<file path="config.mk">
export PLATFORM = sky130hd
export DESIGN_NAME = websocket_frame_parser_top
export DESIGN_NICKNAME = d
export VERILOG_FILES = /design/src/rtl/wsfp_pkg.sv /design/src/rtl/wsfp_cfg.sv /design/src/rtl/wsfp_in_reg.sv /design/src/rtl/wsfp_parse.sv /design/src/rtl/wsfp_out_reg.sv /design/src/rtl/websocket_frame_parser_top.sv
export SDC_FILE = /design/constraint.sdc
export NUM_CORES = 1
export LEC_CHECK = 0
export BUFFER_PORTS_ARGS = -buffer_cell sky130_fd_sc_hd__buf_2
export CAP_MARGIN = 15
export CORE_ASPECT_RATIO = 1.25
export CORE_MARGIN = 5
export CORE_UTILIZATION = 40
export CTS_CLUSTER_DIAMETER = 200
export DETAILED_ROUTE_END_ITERATION = 10
export SYNTH_ARGS = -nofsm -noshare
export SYNTH_HDL_FRONTEND = slang
export SYNTH_SLANG_ARGS = --single-unit
</file>
<file path="constraint.sdc">
create_clock -name clk -period 5.1 [get_ports clk]
set_input_delay 1.02 -clock clk [delete_from_list [all_inputs] [get_ports clk]]
set_output_delay 1.02 -clock clk [all_outputs]
set_load 0.02 [all_outputs]
</file>
<file path="src/rtl/wsfp_pkg.sv">
// wsfp_pkg: shared types, codes and defaults of the websocket frame parser
// no dependencies; used by every module under rtl/ except wsfp_in_reg

package wsfp_pkg;

  // default for the top level parameter, and the mask key size in bytes
  localparam int unsigned LENGTH_BITS_DEF = 32;
  localparam int unsigned MASK_BYTES      = 4;

  // result kinds
  localparam logic [1:0] KIND_HDR  = 2'd0;
  localparam logic [1:0] KIND_DATA = 2'd1;
  localparam logic [1:0] KIND_ERR  = 2'd2;

  // error codes
  localparam logic ERR_RSV = 1'b0;
  localparam logic ERR_BIG = 1'b1;

  // header byte fields and length codes
  localparam logic [7:0] FIN_BIT    = 8'h80;
  localparam logic [7:0] LOW7_MASK  = 8'h7f;
  localparam logic [7:0] OP_MASK    = 8'h0f;
  localparam logic [6:0] LEN7_MAX   = 7'd125;
  localparam logic [6:0] LEN_EXT16  = 7'd126;
  localparam logic [3:0] EXT16_BYTES = 4'd2;
  localparam logic [3:0] EXT64_BYTES = 4'd8;

  // register map: word index taken from paddr[2]
  localparam logic REG_MAX_PAYLOAD = 1'b0;
  localparam logic [31:0] MAX_PAYLOAD_RST = 32'hffff_ffff;

  // parse phases
  typedef enum logic [2:0] {
    PH_FIRST,
    PH_SECOND,
    PH_EXTLEN,
    PH_KEY,
    PH_PAYLOAD,
    PH_ERROR
  } phase_t;

  // one result word
  typedef struct packed {
    logic [1:0]  kind;
    logic        fin;
    logic [3:0]  opcode;
    logic        masked;
    logic [31:0] payload_length;
    logic [7:0]  payload_byte;
    logic        last;
    logic        error_code;
  } res_t;

endpackage

</file>
<file path="src/rtl/wsfp_cfg.sv">
// wsfp_cfg: APB-style register port holding the max payload limit
// depends on wsfp_pkg

module wsfp_cfg (
  input  logic        clk,
  input  logic        rst_n,
  input  logic        psel,
  input  logic        penable,
  input  logic        pwrite,
  input  logic [2:0]  paddr,
  input  logic [31:0] pwdata,
  output logic [31:0] prdata,
  output logic        pready,
  output logic [31:0] max_payload
);

  logic [31:0] max_payload_r;
  logic [31:0] max_payload_nxt;
  logic        wr_en;

  // write strobe on the access phase
  assign wr_en = psel & penable & pwrite & pready;
  assign pready = 1'b1;

  always_comb begin
    max_payload_nxt = max_payload_r;
    if (wr_en && paddr[2] == wsfp_pkg::REG_MAX_PAYLOAD) begin
      max_payload_nxt = pwdata;
    end
  end

  always_ff @(posedge clk) begin
    if (!rst_n) begin
      max_payload_r <= wsfp_pkg::MAX_PAYLOAD_RST;
    end else begin
      max_payload_r <= max_payload_nxt;
    end
  end

  // read decode
  always_comb begin
    unique case (paddr[2])
      wsfp_pkg::REG_MAX_PAYLOAD: prdata = max_payload_r;
      default:                   prdata = 32'd0;
    endcase
  end

  assign max_payload = max_payload_r;

endmodule

</file>
<file path="src/rtl/wsfp_in_reg.sv">
// wsfp_in_reg: input register stage for the incoming byte stream
// no package dependency; feeds wsfp_parse

module wsfp_in_reg (
  input  logic       clk,
  input  logic       rst_n,
  input  logic       in_valid,
  output logic       in_stall,
  input  logic [7:0] in_data_byte,
  input  logic       room,
  output logic       s1_valid,
  output logic [7:0] s1_data
);

  logic       s1_valid_r;
  logic [7:0] s1_data_r;

  // held word cannot move on while the result side is full
  assign in_stall = s1_valid_r & ~room;

  always_ff @(posedge clk) begin
    if (!rst_n) begin
      s1_valid_r <= 1'b0;
    end else if (!in_stall) begin
      s1_valid_r <= in_valid;
    end
  end

  always_ff @(posedge clk) begin
    if (!in_stall) begin
      s1_data_r <= in_data_byte;
    end
  end

  assign s1_valid = s1_valid_r;
  assign s1_data  = s1_data_r;

endmodule

</file>
<file path="src/rtl/wsfp_parse.sv">
// wsfp_parse: frame header state machine, length decode, key capture, unmasking
// depends on wsfp_pkg

module wsfp_parse #(
  parameter int unsigned LENGTH_BITS = wsfp_pkg::LENGTH_BITS_DEF
) (
  input  logic              clk,
  input  logic              rst_n,
  input  logic              fire,
  input  logic [7:0]        data,
  input  logic [31:0]       max_payload,
  output logic              res_vld,
  output wsfp_pkg::res_t    res
);

  localparam int unsigned LEN_W = (LENGTH_BITS > 32) ? LENGTH_BITS : 32;

  wsfp_pkg::phase_t   phase_r, phase_nxt;
  logic [3:0]         hdr_cnt_r, hdr_cnt_nxt;
  logic [LEN_W-1:0]   len_r, len_nxt;
  logic               over_r, over_nxt;
  logic [31:0]        key_r, key_nxt;
  logic [31:0]        remaining_r, remaining_nxt;
  logic [1:0]         key_idx_r, key_idx_nxt;
  logic               fin_r, fin_nxt;
  logic [3:0]         opcode_r, opcode_nxt;
  logic               masked_r, masked_nxt;

  logic [LEN_W+7:0]   len_sh;
  logic [6:0]         low7;
  logic [7:0]         kb;
  logic               big;
  logic               do_hdr;
  logic [1:0]         kind;
  logic [7:0]         pbyte;
  logic               last;
  logic               ecode;

  assign len_sh = {len_r, data};
  assign low7   = data[6:0] & wsfp_pkg::LOW7_MASK[6:0];
  assign kb     = masked_r ? key_r[{~key_idx_r, 3'b000} +: 8] : 8'd0;

  // next state and result
  always_comb begin
    phase_nxt     = phase_r;
    hdr_cnt_nxt   = hdr_cnt_r;
    len_nxt       = len_r;
    over_nxt      = over_r;
    key_nxt       = key_r;
    remaining_nxt = remaining_r;
    key_idx_nxt   = key_idx_r;
    fin_nxt       = fin_r;
    opcode_nxt    = opcode_r;
    masked_nxt    = masked_r;
    res_vld       = 1'b0;
    do_hdr        = 1'b0;
    big           = 1'b0;
    kind          = wsfp_pkg::KIND_HDR;
    pbyte         = 8'd0;
    last          = 1'b0;
    ecode         = wsfp_pkg::ERR_RSV;

    if (fire) begin
      unique case (phase_r)
        wsfp_pkg::PH_FIRST: begin
          fin_nxt    = |(data & wsfp_pkg::FIN_BIT);
          opcode_nxt = data[3:0] & wsfp_pkg::OP_MASK[3:0];
          masked_nxt = 1'b0;
          len_nxt    = '0;
          over_nxt   = 1'b0;
          if (data[6:4] != 3'd0) begin
            res_vld   = 1'b1;
            kind      = wsfp_pkg::KIND_ERR;
            last      = 1'b1;
            ecode     = wsfp_pkg::ERR_RSV;
            phase_nxt = wsfp_pkg::PH_ERROR;
          end else begin
            phase_nxt = wsfp_pkg::PH_SECOND;
          end
        end
        wsfp_pkg::PH_SECOND: begin
          masked_nxt = |(data & wsfp_pkg::FIN_BIT);
          over_nxt   = 1'b0;
          if (low7 <= wsfp_pkg::LEN7_MAX) begin
            len_nxt = LEN_W'(low7);
            if (masked_nxt) begin
              hdr_cnt_nxt = 4'(wsfp_pkg::MASK_BYTES);
              key_nxt     = 32'd0;
              phase_nxt   = wsfp_pkg::PH_KEY;
            end else begin
              do_hdr = 1'b1;
            end
          end else begin
            hdr_cnt_nxt = (low7 == wsfp_pkg::LEN_EXT16) ? wsfp_pkg::EXT16_BYTES
                                                        : wsfp_pkg::EXT64_BYTES;
            len_nxt     = '0;
            phase_nxt   = wsfp_pkg::PH_EXTLEN;
          end
        end
        wsfp_pkg::PH_EXTLEN: begin
          len_nxt     = len_sh[LEN_W-1:0];
          over_nxt    = over_r | (|len_sh[LEN_W+7:LEN_W]);
          hdr_cnt_nxt = hdr_cnt_r - 4'd1;
          if (hdr_cnt_nxt == 4'd0) begin
            if (masked_r) begin
              hdr_cnt_nxt = 4'(wsfp_pkg::MASK_BYTES);
              key_nxt     = 32'd0;
              phase_nxt   = wsfp_pkg::PH_KEY;
            end else begin
              do_hdr = 1'b1;
            end
          end
        end
        wsfp_pkg::PH_KEY: begin
          key_nxt     = {key_r[23:0], data};
          hdr_cnt_nxt = hdr_cnt_r - 4'd1;
          if (hdr_cnt_nxt == 4'd0) begin
            do_hdr = 1'b1;
          end
        end
        wsfp_pkg::PH_PAYLOAD: begin
          key_idx_nxt   = key_idx_r + 2'd1;
          remaining_nxt = remaining_r - 32'd1;
          last          = (remaining_nxt == 32'd0);
          res_vld       = 1'b1;
          kind          = wsfp_pkg::KIND_DATA;
          pbyte         = data ^ kb;
          if (last) begin
            phase_nxt = wsfp_pkg::PH_FIRST;
          end
        end
        wsfp_pkg::PH_ERROR: begin
          phase_nxt = wsfp_pkg::PH_ERROR;
        end
        default: begin
          phase_nxt = wsfp_pkg::PH_ERROR;
        end
      endcase

      // end of header: size check, then header or error result
      if (do_hdr) begin
        big = over_nxt
           || ((64'(len_nxt) >> LENGTH_BITS) != 64'd0)
           || (len_nxt > LEN_W'(max_payload));
        res_vld = 1'b1;
        if (big) begin
          kind      = wsfp_pkg::KIND_ERR;
          last      = 1'b1;
          ecode     = wsfp_pkg::ERR_BIG;
          phase_nxt = wsfp_pkg::PH_ERROR;
        end else begin
          remaining_nxt = len_nxt[31:0];
          key_idx_nxt   = 2'd0;
          kind          = wsfp_pkg::KIND_HDR;
          last          = (len_nxt[31:0] == 32'd0);
          phase_nxt     = last ? wsfp_pkg::PH_FIRST : wsfp_pkg::PH_PAYLOAD;
        end
      end
    end
  end

  // result word built from the updated frame fields
  always_comb begin
    res.kind           = kind;
    res.fin            = fin_nxt;
    res.opcode         = opcode_nxt;
    res.masked         = masked_nxt;
    res.payload_length = (over_nxt || ((64'(len_nxt) >> 32) != 64'd0))
                         ? 32'hffff_ffff : len_nxt[31:0];
    res.payload_byte   = pbyte;
    res.last           = last;
    res.error_code     = ecode;
  end

  // state register
  always_ff @(posedge clk) begin
    if (!rst_n) begin
      phase_r     <= wsfp_pkg::PH_FIRST;
      hdr_cnt_r   <= 4'd0;
      len_r       <= '0;
      over_r      <= 1'b0;
      key_r       <= 32'd0;
      remaining_r <= 32'd0;
      key_idx_r   <= 2'd0;
      fin_r       <= 1'b0;
      opcode_r    <= 4'd0;
      masked_r    <= 1'b0;
    end else begin
      phase_r     <= phase_nxt;
      hdr_cnt_r   <= hdr_cnt_nxt;
      len_r       <= len_nxt;
      over_r      <= over_nxt;
      key_r       <= key_nxt;
      remaining_r <= remaining_nxt;
      key_idx_r   <= key_idx_nxt;
      fin_r       <= fin_nxt;
      opcode_r    <= opcode_nxt;
      masked_r    <= masked_nxt;
    end
  end

  // an error is final until reset
  a_error_sticky: assert property (@(posedge clk) disable iff (!rst_n)
    phase_r == wsfp_pkg::PH_ERROR |=> phase_r == wsfp_pkg::PH_ERROR)
    else $error("parser left the error phase");

  // header byte counter is live while collecting length or key
  a_hdr_cnt_live: assert property (@(posedge clk) disable iff (!rst_n)
    (phase_r == wsfp_pkg::PH_EXTLEN || phase_r == wsfp_pkg::PH_KEY) |-> hdr_cnt_r != 4'd0)
    else $error("header byte count ran out inside header");

  // payload phase always has bytes left
  a_remaining_live: assert property (@(posedge clk) disable iff (!rst_n)
    phase_r == wsfp_pkg::PH_PAYLOAD |-> remaining_r != 32'd0)
    else $error("payload phase with no bytes remaining");

  // the final payload byte returns to header parsing
  a_last_ends_frame: assert property (@(posedge clk) disable iff (!rst_n)
    (res_vld && res.last && res.kind == wsfp_pkg::KIND_DATA) |=>
      phase_r == wsfp_pkg::PH_FIRST)
    else $error("frame did not end after last payload byte");

endmodule

</file>
<file path="src/rtl/wsfp_out_reg.sv">
// wsfp_out_reg: result register between the parser and the result channel
// depends on wsfp_pkg

module wsfp_out_reg (
  input  logic           clk,
  input  logic           rst_n,
  input  logic           load,
  input  wsfp_pkg::res_t res,
  input  logic           out_stall,
  output logic           out_valid,
  output wsfp_pkg::res_t out_res,
  output logic           room
);

  logic           out_valid_r;
  logic           out_valid_nxt;
  wsfp_pkg::res_t res_r;

  // free when empty or being taken this cycle
  assign room = ~out_valid_r | ~out_stall;

  always_comb begin
    out_valid_nxt = out_valid_r;
    if (load) begin
      out_valid_nxt = 1'b1;
    end else if (out_valid_r && !out_stall) begin
      out_valid_nxt = 1'b0;
    end
  end

  always_ff @(posedge clk) begin
    if (!rst_n) begin
      out_valid_r <= 1'b0;
    end else begin
      out_valid_r <= out_valid_nxt;
    end
  end

  always_ff @(posedge clk) begin
    if (load) begin
      res_r <= res;
    end
  end

  assign out_valid = out_valid_r;
  assign out_res   = res_r;

endmodule

</file>
<file path="src/rtl/websocket_frame_parser_top.sv">
// websocket_frame_parser_top: websocket frame deframer, one stream byte per word
// depends on wsfp_pkg, wsfp_cfg, wsfp_in_reg, wsfp_parse, wsfp_out_reg
//
//   channel   handshake            payload
//   in_       in_valid / in_stall  in_data_byte
//   out_      out_valid / out_stall kind, fin, opcode, masked, payload_length,
//                                  payload_byte, last, error_code
//   cfg       psel/penable/pready  paddr, pwdata, prdata (max_payload at 0)
//
// one byte per clock sustained while the result register has room; each byte
// is held in the input register and its result, if any, in the result register
// the parse step (length shift and max payload compare) sets the clock
// a stalled result register holds the input register, which stalls the input
// reset (rst_n low, synchronous) returns to header parsing and clears errors

module websocket_frame_parser_top #(
  parameter int unsigned LENGTH_BITS = wsfp_pkg::LENGTH_BITS_DEF
) (
  input  logic        clk,
  input  logic        rst_n,
  input  logic        in_valid,
  output logic        in_stall,
  input  logic [7:0]  in_data_byte,
  output logic        out_valid,
  input  logic        out_stall,
  output logic [1:0]  out_kind,
  output logic        out_fin,
  output logic [3:0]  out_opcode,
  output logic        out_masked,
  output logic [31:0] out_payload_length,
  output logic [7:0]  out_payload_byte,
  output logic        out_last,
  output logic        out_error_code,
  input  logic        psel,
  input  logic        penable,
  input  logic        pwrite,
  input  logic [2:0]  paddr,
  input  logic [31:0] pwdata,
  output logic [31:0] prdata,
  output logic        pready
);

  logic           room;
  logic           s1_valid;
  logic [7:0]     s1_data;
  logic           fire;
  logic           res_vld;
  logic [31:0]    max_payload;
  wsfp_pkg::res_t res;
  wsfp_pkg::res_t out_res;

  // configuration
  wsfp_cfg u_cfg (
    .clk         (clk),
    .rst_n       (rst_n),
    .psel        (psel),
    .penable     (penable),
    .pwrite      (pwrite),
    .paddr       (paddr),
    .pwdata      (pwdata),
    .prdata      (prdata),
    .pready      (pready),
    .max_payload (max_payload)
  );

  // input register
  wsfp_in_reg u_in (
    .clk          (clk),
    .rst_n        (rst_n),
    .in_valid     (in_valid),
    .in_stall     (in_stall),
    .in_data_byte (in_data_byte),
    .room         (room),
    .s1_valid     (s1_valid),
    .s1_data      (s1_data)
  );

  // held byte is parsed when the result side can take it
  assign fire = s1_valid & room;

  wsfp_parse #(
    .LENGTH_BITS (LENGTH_BITS)
  ) u_parse (
    .clk         (clk),
    .rst_n       (rst_n),
    .fire        (fire),
    .data        (s1_data),
    .max_payload (max_payload),
    .res_vld     (res_vld),
    .res         (res)
  );

  // result register
  wsfp_out_reg u_out (
    .clk       (clk),
    .rst_n     (rst_n),
    .load      (fire & res_vld),
    .res       (res),
    .out_stall (out_stall),
    .out_valid (out_valid),
    .out_res   (out_res),
    .room      (room)
  );

  assign out_kind           = out_res.kind;
  assign out_fin            = out_res.fin;
  assign out_opcode         = out_res.opcode;
  assign out_masked         = out_res.masked;
  assign out_payload_length = out_res.payload_length;
  assign out_payload_byte   = out_res.payload_byte;
  assign out_last           = out_res.last;
  assign out_error_code     = out_res.error_code;

endmodule

</file>
==> summary.txt, run 1 <==
Antenna violations before repair -> 0
Critical Path Max Stage Delay -> 0.54 ns
CTS tree -> done
Required time of the critical path -> 5.51 ns
Worst path bufs/invs -> 4
Gr ovfl total -> 0
Fmax -> 232.2 MHz
Layout cell share with drive strength beyond 1 -> 16.89%
Hold Buf Count CTS -> 0
R2R cell count -> 16
Max clock buf depth -> 3
Ys flop type -> dfxtp_1
Core area -> 0.02585 mm^2
Endpoint, Worst Hold -> u_parse.key_r[31]$_SDFFE_PN0P_
Clock root cell -> clkbuf_16
Worst Path Arrival -> 4.72 ns
TritonRoute pass-1 iters -> 6
Post-DR vias/cell -> 5.529
Buffer count from post-CTS setup fixing -> 0
Register bit total from synthesis -> 204
Register area share after synthesis -> 44.92%
Worst vdd ir -> 0.3166 mV
Crit-path cells -> nor2_2, buf_4, a22oi_1, o21ai_0, ha_1, a21oi_1, o21ai_0, a221oi_1, o21ai_0, a211oi_1, buf_4, and2_1, buf_4, o21ai_1, buf_4, a221oi_1
Post-synth cell types -> 67
Crit path launch type -> flop
Syn Inst Count -> 1215
Residual DRC -> 0
Setup crit end kind -> flop
Synth area leader -> dfxtp_1
Clk_skew -> 0.01388 ns
Post-CTS resize count -> 0
Max stage delay cell, worst path -> o21ai_0
WL met1 -> 12450 um
Hold depth -> 2
R2R Setup Slk -> 0.79 ns
Slew Limit Fails -> 0
Largest net degree at the start of global routing -> 81
Place WS -> 0.8744 ns
PwrDens -> 375.8 mW/mm^2
Setup violations, final -> 0
Clock sinks -> 204
RSZ-0062 raised after global routing -> no
Post-route setup slack -> 0.7941 ns
Hold WC Path Type -> flop to flop
Hold Fails Final Rpt -> 0
Worst-path clk slew -> 0.06 ns
Cell family with most CP delay -> compound AO/OA/AOI/OAI gates
Critical path class -> flop to flop
Global-route wire length before repair -> 47790 um
CTS buffer count -> 23
Clock group share of total power -> 41.0%
Asr flop ratio synth -> 0%
Iteration-0 DRC count of the detailed router -> 587
Gpl congestion -> 0.8577
Routed Wire Length -> 30320 um
TNS Setup -> 0 ns
WL met2 -> 15590 um
Uppermost layer routed -> met4
Met3 wire length -> 1456 um
ANT cells -> 0
Synth area leaders -> dfxtp_1 28%, edfxtp_1 17%, nand2_1 5.3%, nor2_1 4.6%, ha_1 4.3%
LEAKAGE -> 5.163 nW
Comb pwr share -> 18.8%
Rows -> 66
Routed vias -> 9211
Top Ports -> 135
Worst-margin pin slew -> 1.134 ns
Sw Share -> 28.82%
Die area -> 0.02930 mm^2
Die Span Y -> 190.1 um
CTS H-tree lvls -> 1
Placed cell count -> 1624
Yosys synthesis warning count -> 0
Number of global-route vias before repair -> 8797
Status -> finished clean
Final net count -> 1395
Initial core utilization -> 40.18%
Routed Antenna Nets -> 0
Sw Pwr -> 1.321 mW
GR Util All Layers -> 20.03%
Reg-to-reg endpoint -> u_parse.remaining_r[11]$_SDFFE_PN0P_
Max cap viols -> 0
Post-synth EDFFs -> 58
Hold_sp -> u_parse.key_r[31]$_SDFFE_PN0P_
P_int -> 3.262 mW
Final instance count without filler cells -> 1666
Input/output buffers -> 131
Avg Synthesized Cell Area -> 8.547 um^2
Syn nets -> 1301
R2r startpoint -> u_parse.phase_r[2]$_SDFFE_PN0P_
Worst-Skew Late Latency -> 0.52 ns
Final min period -> 4.306 ns
Routed len/inst -> 18.20 um
Die Width -> 154.1 um
CP dominant cell by count -> buf_4
Mapped cell area -> 0.01038 mm^2
Post-DP HPWL -> 21330 um
Critical Path Fanout Max -> 17
Share of the synthesized area in the top cell type -> 28.14%
Slew HR -> 24.42%
Area delta synth->final -> 17.45%
Sequential share of power -> 40.2%
Final period utilization -> 84.43%
## synth_stat cells, types with 5 or more instances
library cell / n
a211oi_1: 6
nand3_1: 51
nand2b_1: 9
or4_1: 5
nor2_1: 128
o211ai_1: 35
mux2_2: 7
and2_1: 14
o21ai_0: 59
nor4_1: 18
a21oi_1: 76
or3_1: 5
inv_1: 88
ha_1: 36
o21a_1: 5
nor3_1: 43
buf_1: 6
mux4_2: 8
nand4_1: 16
xor2_1: 10
edfxtp_1: 58
dfxtp_1: 146
a22o_1: 25
a22oi_1: 27
clkbuf_1: 74
a221oi_1: 19
nand2_1: 146
xnor2_1: 21
a31oi_1: 12
## worst max path at each step
stage | startpoint | end | slack, ns | depth (start not counted)
3_3_place_gp | u_parse.phase_r[2]$_SDFFE_PN0P_ | u_parse.remaining_r[24]$_SDFFE_PN0P_ | 0.89 | 15
6_report | u_parse.phase_r[2]$_SDFFE_PN0P_ | u_parse.remaining_r[11]$_SDFFE_PN0P_ | 0.79 | 16
2_1_floorplan | u_parse.phase_r[1]$_SDFFE_PN0P_ | u_parse.remaining_r[14]$_SDFFE_PN0P_ | 1.36 | 17
3_5_place_dp | u_parse.phase_r[2]$_SDFFE_PN0P_ | u_parse.remaining_r[30]$_SDFFE_PN0P_ | 0.87 | 15
5_1_grt | u_parse.phase_r[2]$_SDFFE_PN0P_ | u_parse.remaining_r[31]$_SDFFE_PN0P_ | 0.51 | 16
4_1_cts | u_parse.phase_r[2]$_SDFFE_PN0P_ | u_parse.remaining_r[30]$_SDFFE_PN0P_ | 0.87 | 15
## registers in the layout, indices dropped and copies added, names as in the netlist
name                 cells
u_out.out_res           50
u_cfg.max_payload       32
u_parse.key_r           32
u_parse.len_r           32
u_parse.remaining_r     32
u_in.s1_data             8
u_parse.hdr_cnt_r        4
u_parse.opcode_r         4
u_parse.phase_r          3
u_parse.key_idx_r        2
u_in.s1_valid            1
u_out.out_valid          1
u_parse.fin_r            1
u_parse.masked_r         1
u_parse.over_r           1
## final cells by class
class / instances / area (um^2)
fillers: 2493 / 13650
multi-input cells: 835 / 5074
flip-flops and latches: 204 / 4664
repair buffers: 155 / 835.8
clock buffers: 23 / 575.6
well taps: 340 / 425.4
inverters: 90 / 339.1
clock inverters: 19 / 282.8
## tightest hold or removal path: stages (launching register included)
cell,delay [ns]
dfxtp_1,0.30
nand2_1,0.05
a21oi_1,0.05
## per-stage QoR
| stage | total power, mW | cell area [um^2] | utilization [%] | hold WS, ns |
|---|---|---|---|---|
| finish | 4.583 | 12200 | 47.19 | 0.4490 |
| global route | 4.774 | 12200 | 47.19 | 0.4710 |
| CTS | 4.613 | 12200 | 47.19 | 0.4521 |
| detailed placement | 2.733 | 11340 | 43.87 | 0.4439 |
| global placement | 2.725 | 11340 | 43.87 | 0.4361 |
| floorplan | 2.476 | 10390 | - | 0.4290 |
## power by group through the flow
stage	clock (mW)	sequential, mW	combinational, mW
floorplan	0	1.90	0.575
global placement	0	1.88	0.850
detailed placement	0	1.88	0.857
CTS	1.91	1.84	0.862
global route	1.97	1.85	0.946
finish	1.88	1.84	0.863
## layout by cell type (no fill, tap or decap), types with 5 or more instances in the layout
cell type  count
nand2_1      144
nor4_1        17
bufinv_16      7
mux4_2         8
buf_4         24
xnor2_1       21
nor3_1        43
or3_1          5
buf_2        131
nor2_1       127
a21oi_1       75
inv_1         88
a22oi_1       27
a221oi_1      19
o211ai_1      35
o21ai_0       59
clkinv_1       7
o21a_1         5
nand2b_1       9
nand4_1       16
mux2_2         7
and2_1        14
a31oi_1       12
edfxtp_1      58
or4_1          5
dfxtp_1      146
a22o_1        25
xor2_1        10
clkbuf_16     23
a211oi_1       6
ha_1          36
nand3_1       51
## per-layer routing
| layer | vias to the layer above | track usage (%) |
|---|---|---|
| li1 | 4527 | - |
| met1 | 4387 | 24.94 |
| met2 | 240 | 36.00 |
| met3 | 57 | 2.662 |
| met4 | 0 | 6.082 |
| met5 | - | 0 |
## kinds of logic after synthesis
| group | Yosys count | share of synthesized area [%] |
|---|---|---|
| muxes | 16 | 2.590 |
| and+or+nand+nor | 456 | 20.34 |
| buffers and inverters | 176 | 6.458 |
| adders and majority gates | 36 | 4.337 |
| xor gates and xnor gates | 31 | 2.614 |
| other | 1 | 0.03611 |
| DFF | 204 | 44.92 |
| AOI/OAI and AO/OA | 295 | 18.71 |
Note: power is estimated with default switching activity, not from simulation.
==> inputs of run 2 (changes only) <==
Clock period 5.1 ns to 3.65 ns, I/O delays scaled along.
==> run 2 against run 1 <==
Cell count up 2.8%. Register-to-register slack worse by 0.52 ns. Flip-flop and latch count unchanged. Worst setup slack worse by 0.52 ns. Critical path type unchanged. Largest cell class unchanged.
==> summary.txt, run 2 (same netlist as run 1, synthesis figures left out) <==
Status -> finished clean
Hold Fails Final Rpt -> 0 (unchanged)
GR Util All Layers -> 20.86% (+0.84 points)
Antenna violations before repair -> 0 (unchanged)
Residual DRC -> 0 (unchanged)
Routed Wire Length -> 31110 um (+2.6%)
Slew HR -> 24.13% (-0.30 points)
Input/output buffers -> 131 (unchanged)
CTS H-tree lvls -> 1 (unchanged)
Final min period -> 3.377 ns (-0.9292 ns)
Max reg flops -> 50 (unchanged)
ANT cells -> 0 (unchanged)
Routed Antenna Nets -> 0 (unchanged)
Crit-path cells -> nor2_2, buf_12, a22o_1, a22oi_1, inv_1, ha_1, nand4_1, nor4_1, buf_4, nand2b_1, a31oi_1, a211oi_2, buf_4, nand2_2, nor2_2, buf_12, a221oi_1
Worst vdd ir -> 0.3707 mV (+17%)
TritonRoute pass-1 iters -> 5 (-1)
Area delta synth->final -> 21.24%
Clock root cell -> clkbuf_16
Worst Path Arrival -> 3.78 ns (-0.94 ns)
LEAKAGE -> 5.374 nW (+4.1%)
Post-DP HPWL -> 22240 um (+4.3%)
Final net count -> 1443 (+3.4%)
Gr ovfl total -> 0 (unchanged)
Hold depth -> 1 (-1)
Max stage delay cell, worst path -> dfxtp_1
Die Width -> 154.1 um (unchanged)
Commonest non-fill, non-tap cell in the layout -> dfxtp_1
Routed len/inst -> 18.16 um (-0.19%)
Critical Path Max Stage Delay -> 0.38 ns (-0.16 ns)
CTS tree -> done
PwrDens -> 489.7 mW/mm^2 (+30%)
Rows -> 66 (unchanged)
Gpl congestion -> 0.8785 (+2.4%)
Slew Limit Fails -> 0 (unchanged)
Die area -> 0.02930 mm^2 (unchanged)
Top Ports -> 135 (unchanged)
Setup violations, final -> 0 (unchanged)
CTS buffer count -> 23 (unchanged)
Pwr Total -> 6.166 mW (+35%)
Crit path launch type -> flop
Layout cell share with drive strength beyond 1 -> 20.83% (+3.9 points)
Fillers -> 2499 (+0.24%)
Most frequent cells in the layout -> 145 x dfxtp_1, 143 x nand2_1, 131 x buf_2
Largest net degree at the start of global routing -> 81 (unchanged)
Max cap viols -> 0 (unchanged)
Worst-Skew Late Latency -> 0.51 ns (about the same)
Critical path class -> flop to flop
RSZ-0062 raised after global routing -> no
Post-DR vias/cell -> 5.504 (-0.45%)
Clk_skew -> 0.01227 ns (-0.001608 ns)
TNS Setup -> 0 ns (unchanged)
Fmax -> 296.1 MHz (+28%)
Worst-path clk slew -> 0.07 ns (about the same)
Final period utilization -> 92.51% (+8.1 points)
Number of global-route vias before repair -> 9182 (+4.4%)
Die Span Y -> 190.1 um (unchanged)
Required time of the critical path -> 4.06 ns (-1.45 ns)
Worst-margin pin slew -> 1.138 ns (+0.004425 ns)
Routed vias -> 9428 (+2.4%)
R2R cell count -> 17 (+1)
Core area -> 0.02585 mm^2 (unchanged)
Critical Path Fanout Max -> 24 (+7)
Global-route wire length before repair -> 49760 um (+4.1%)
Initial core utilization -> 40.18% (unchanged)
Max clock buf depth -> 3 (unchanged)
Clock sinks -> 204 (unchanged)
Iteration-0 DRC count of the detailed router -> 646 (+10%)
Setup crit end kind -> flop
Hold WC Path Type -> primary input to flop
==> run 2: cell count changes in the layout (fill, tap and decap cells not counted), sizes merged <==
cell and delta:
clkinv -2, clkbuf +7, buf +48, bufinv -6
==> run 2: where the power goes <==
group | switching (mW) | internal (mW)
combinational | 0.807 | 0.491
clock | 0.954 | 1.35
sequential | 0.0861 | 2.48
==> run 2: layout make-up <==
type / count / area [um^2] / share of cell area (%)
clock inverters: 11 / 91.34 / 0.7254
inverters: 90 / 337.8 / 2.683
well taps: 340 / 425.4 / 3.379
flip-flops and latches: 204 / 4666 / 37.06
repair buffers: 203 / 1279 / 10.16
multi-input cells: 835 / 5129 / 40.73
clock buffers: 30 / 663.1 / 5.267
==> run 2: final timing paths <==
kind                                   startpoint                              endpoint  slack (ns)
hold reg to reg    u_parse.key_r[24]$_SDFFE_PN0P_        u_parse.key_r[24]$_SDFFE_PN0P_        0.45
setup reg to reg  u_parse.phase_r[2]$_SDFFE_PN0P_  u_parse.remaining_r[11]$_SDFFE_PN0P_        0.27
setup / recovery  u_parse.phase_r[2]$_SDFFE_PN0P_  u_parse.remaining_r[11]$_SDFFE_PN0P_        0.27
hold / removal                    in_data_byte[1]             u_in.s1_data[1]$_DFFE_PN_        0.39
==> run 2: timing repair <==
item | in CTS | in global routing
resized for setup | 1 | 15
buffers inserted | 0 | 2
pin swaps | 0 | 4
setup endpoints to repair | 17 | 37
hold buffers | 0 | 0
==> run 2: metal layers <==
layer  GRT usage (%)  part of all wire (%)  up-vias
met2           37.34                    51      259
met3           2.594                   4.9       66
met1           25.48                    40     4481
li1                -                     -     4622
met5               0                     0        -
met4           8.087                   3.8        0
==> run 2: stage by stage <==
stage	cell area (um^2)	util (%)	setup WS, ns	hold WS [ns]	cells
final	12590	48.71	0.2733	0.3928	1713
after detailed placement	11760	45.48	-0.007399	0.4451	1670
after CTS	12520	48.43	0.01617	0.3722	1711
after floorplan	10400	-	0.01053	0.4290	1215
after global placement	11760	45.48	-0.006905	0.4352	1670
after global routing	12590	48.71	0.02004	0.3816	1713
==> run 2: worst max-delay path, delay by kind of cell, from the launching register on <==
kind / cells / cell delay, ns
AOI/OAI and AO/OA: 5 / 1.05
adders and majority gates: 1 / 0.30
buffers and inverters: 5 / 0.72
DFF: 1 / 0.38
and+or+nand+nor: 6 / 0.79
